## src/hw/rtl/asrb_pkg.sv

```systemverilog
// Shared types and fixed widths of the autostereogram row builder.
package asrb_pkg;

  localparam int MODE_W          = 2;
  localparam int TILE_IDX_W      = 6;
  localparam int DEPTH_W         = 8;
  localparam int CFG_W           = 13;
  localparam int COL_W           = 13;
  localparam int CALC_W          = 15;
  localparam int ROW_WIDTH_RESET = 640;
  localparam int FIFO_DEPTH      = 3;
  localparam int FIFO_PTR_W      = 2;
  localparam int FIFO_CNT_W      = 2;

  typedef enum logic [MODE_W-1:0] {
    MODE_LOAD  = 2'd0,
    MODE_DEPTH = 2'd1,
    MODE_TAIL  = 2'd2,
    MODE_FRAME = 2'd3
  } mode_t;

  // Control that travels with one request from the accept stage into the select stage.
  typedef struct packed {
    logic produce;
    logic wr;
    logic clr;
    logic src_in;
    logic done;
  } s1_ctrl_t;

endpackage

```

## src/hw/rtl/asrb_out_fifo.sv

```systemverilog
// Small output queue that decouples the result channel from the pipeline.
module asrb_out_fifo #(
  parameter int DATA_W = 38
) (
  input  logic                            clk,
  input  logic                            rst_n,
  input  logic                            push,
  input  logic [DATA_W-1:0]               push_data,
  input  logic                            pop,
  output logic [DATA_W-1:0]               pop_data,
  output logic                            not_empty,
  output logic [asrb_pkg::FIFO_CNT_W-1:0] count
);

  logic [DATA_W-1:0]               q_r [asrb_pkg::FIFO_DEPTH];
  logic [asrb_pkg::FIFO_PTR_W-1:0] wr_ptr_r;
  logic [asrb_pkg::FIFO_PTR_W-1:0] wr_ptr_nxt;
  logic [asrb_pkg::FIFO_PTR_W-1:0] rd_ptr_r;
  logic [asrb_pkg::FIFO_PTR_W-1:0] rd_ptr_nxt;
  logic [asrb_pkg::FIFO_CNT_W-1:0] cnt_r;
  logic [asrb_pkg::FIFO_CNT_W-1:0] cnt_nxt;

  always_comb begin
    wr_ptr_nxt = wr_ptr_r;
    rd_ptr_nxt = rd_ptr_r;
    cnt_nxt    = cnt_r;
    if (push) begin
      wr_ptr_nxt = (wr_ptr_r == asrb_pkg::FIFO_PTR_W'(asrb_pkg::FIFO_DEPTH - 1)) ?
                   '0 : wr_ptr_r + 1'b1;
    end
    if (pop) begin
      rd_ptr_nxt = (rd_ptr_r == asrb_pkg::FIFO_PTR_W'(asrb_pkg::FIFO_DEPTH - 1)) ?
                   '0 : rd_ptr_r + 1'b1;
    end
    if (push && !pop) begin
      cnt_nxt = cnt_r + 1'b1;
    end else if (pop && !push) begin
      cnt_nxt = cnt_r - 1'b1;
    end
  end

  always_ff @(posedge clk) begin
    if (!rst_n) begin
      wr_ptr_r <= '0;
      rd_ptr_r <= '0;
      cnt_r    <= '0;
    end else begin
      wr_ptr_r <= wr_ptr_nxt;
      rd_ptr_r <= rd_ptr_nxt;
      cnt_r    <= cnt_nxt;
    end
  end

  always_ff @(posedge clk) begin
    if (push) begin
      q_r[wr_ptr_r] <= push_data;
    end
  end

  assign pop_data  = q_r[rd_ptr_r];
  assign not_empty = (cnt_r != '0);
  assign count     = cnt_r;

endmodule

```

## config.mk

```make
export PLATFORM = sky130hd
export DESIGN_NAME = asrb_out_fifo
export DESIGN_NICKNAME = d
export VERILOG_FILES = /design/src/hw/rtl/asrb_pkg.sv /design/src/hw/rtl/asrb_out_fifo.sv
export SDC_FILE = /design/constraint.sdc
export NUM_CORES = 1
export LEC_CHECK = 0
export ABC_AREA = 1
export BUFFER_PORTS_ARGS = -buffer_cell sky130_fd_sc_hd__buf_2
export CORE_UTILIZATION = 58
export CTS_BUF_LIST = sky130_fd_sc_hd__clkbuf_4 sky130_fd_sc_hd__clkbuf_8
export DETAILED_ROUTE_END_ITERATION = 16
export PLACE_DENSITY_LB_ADDON = 0.25
export SYNTH_ARGS = -nofsm -noshare
export SYNTH_HDL_FRONTEND = slang
export SYNTH_SLANG_ARGS = --single-unit
```

## constraint.sdc

```tcl
create_clock -name clk -period 4.4 [get_ports clk]
set_clock_uncertainty 0.1 [all_clocks]
set_input_delay 0.44 -clock clk [delete_from_list [all_inputs] [get_ports clk]]
set_output_delay 0.44 -clock clk [all_outputs]
set_load 0.05 [all_outputs]
```

==> reports/qor.yml <==
synthDominantCellAreaShare: 0.724
synth-edff-count: 114
yosys_warnings: 0
maxSlewHeadroom: 0.502
regArea_sq_um: 3590
ir_drop_mv: 0.299
ant_nets: 0
outcome: "finished clean"
grt_usage: 0.209
crit_slowest_cell: "inv_2"
routed.top_layer: "met4"
leakage_nw: 2.12
cts_tree: "built"
drv_slew: 0
drc: 0
postLayoutCoreUtil: 0.720
drive_gt1_frac: 0.374
async_flop_share: 0
antenna_found_initial: 0
cp.arrival_ns: 2.33
start_util: 0.606
fin_tns_setup_ns: 0
postSynthAreaPerCell_sq_um: 14.4
grt_pass1_vias: 2732
power_density_nw_per_um2: 523
synth_ff_type: "edfxtp_1"
cts.sinks: 122
tightest_slew_ns: 0.746
hold_viol: 0
wl_met3_um: 476
dr.pass1.iters: 5
nNetsFinal: 461
num_antenna_cells: 0
clkTransAtPathRegs_ns: 0.07
via_per_inst: 5.29
place_congestion: 0.720
critPathMaxStageDelay_ns: 0.60
required_ns: 3.86
clk_path_buf_depth: 2
placement_rows: 32
wl_um: 8560
grt_pass1_wl_um: 13100
cp_max_fo: 39
io_pins: 83
seq_area_frac_synth: 0.758
post_synth_inst_count: 328
synth-seq-cells: 122
core_sq_um: 7810
io_buffers: 82
hold_buffers: 0
yosysUniqueCellTypes: 18
worstSetupStartpointType: "flip-flop"
finalCriticalPeriod_ns: 2.87
dp_hpwl_um: 4800
post-route-period-util: 0.653
cts_root_buffer: "clkbuf_8"
synthTopCellsByArea: "edfxtp_1 (72%), a21oi_2 (7.6%), a21oi_1 (4.1%)"
dieWidth_um: 92.3
drv_cap: 0
rsz0062_at_grt: "false"
first_iter_violations: 220
synth.most_common_cell: "edfxtp_1"
setup_viol: 0
dieHeight_um: 92.3
reg2reg_slack_ns: 2.85
hold_path.class: "in -> reg"
die_area_sq_um: 8520
path_cells: "buf_4 > inv_2 > nand2_1 > a21oi_1 > buf_2"
post_cts_buffers: 0
critical_path_class: "reg -> out"
endpoint_kind: "output pin"
drt-met1-wl_um: 3520
syn_nets: 371
synth_area_sq_um: 4730
cts_max_level: 4
fmax_ghz: 0.348
fillers: 523
numCtsBuffers: 17
post_drt_wl_per_cell_um: 16.1
synthTopCellsByCount: "edfxtp_1 (114), nand2_1 (46), a21oi_2 (41)"
grt_max_degree: 40
cp_top_family: "buffers and inverters"
num_vias: 2817
multiInputGateArea_sq_um: 938
crit_buf_inv: 3
layout_setup_ws_ns: 1.53
clk_latency_ns: 0.40
cts_repair_resize_count: 0
area_growth_pct: 18.9
pre_cts_slack_ns: 1.95
grt-ovfl-total: 0
route.met2.wl_um: 4470
synth_top_area_cell: "edfxtp_1"
-- worst reg2reg max path: cells and delay by family (launching register included) --
kind          cells  cell delay, ns
flops             1            0.34
simple gates      1            0.16
buf+inv           2            0.58
-- layout make-up --
cell class / instances / area share
tap: 102 / 0.0227
sequential: 122 / 0.638
clock buffer: 18 / 0.0429
inverter: 15 / 0.0100
timing repair buffer: 87 / 0.0796
multi-input combinational: 175 / 0.167
clock inverter: 14 / 0.0403
-- flip-flops by register name, summed over array words and instances (netlist names), named ones only --
register,flops
rd_ptr_r,2
count,2
wr_ptr_r,2
q_r,114
-- layer usage --
metal  vias up  GRT usage
met1      1357      0.253
li1       1358          -
met2        94      0.359
met3         8     0.0657
met5         -          0
met4         0     0.0664
-- placed cells by master, fill, tap and decap left out, drive strengths merged --
cell and instances:
nor3b 1, clkbuf 18, a21oi 80, bufinv 6, nand2 46, nand3 3, nor3 1, edfxtp 114
dfxtp 8, inv 13, ha 1, clkinvlp 3, o21ai 2, clkinv 7, buf 87, nand4 1
nor2 40
-- power by group --
group          internal (mW)  switching, mW  total [mW]
logic                  0.105          0.349       0.455
clock network          0.731          0.414        1.15
registers               1.33         0.0152        1.34
total                   2.16          0.779        2.94
-- per-stage QoR --
step	instance area, sq um	total power [mW]	hold slack (ns)	instances
6_report	5620	2.94	0.132	533
5_1_grt	5620	3.03	0.105	533
4_1_cts	5620	2.95	0.112	533
3_5_place_dp	5160	1.82	0.359	501
3_3_place_gp	5160	1.81	0.350	501
2_1_floorplan	4730	1.72	0.339	328
-- kinds of logic after synthesis --
kind of cell               Yosys count  synth area share
buffers and inverters               31            0.0447
and+or+nand+nor                     92            0.0754
DFF                                122             0.758
adders and majority gates            1           0.00265
AOI/OAI and AO/OA                   82             0.119
-- final timing paths --
kind | end | cells after the start | from
max | pop_data[15] | 5 | flip-flop
min | q_r[2][23]$_DFFE_PP_ | 1 | push_data[23]
max reg2reg | q_r[2][17]$_DFFE_PP_ | 3 | wr_ptr_r[1]$_SDFFE_PN0P_
min reg2reg | flip-flop | 2 | rd_ptr_r[1]$_SDFFE_PN0P_
Note: power is estimated with default switching activity, not from simulation.
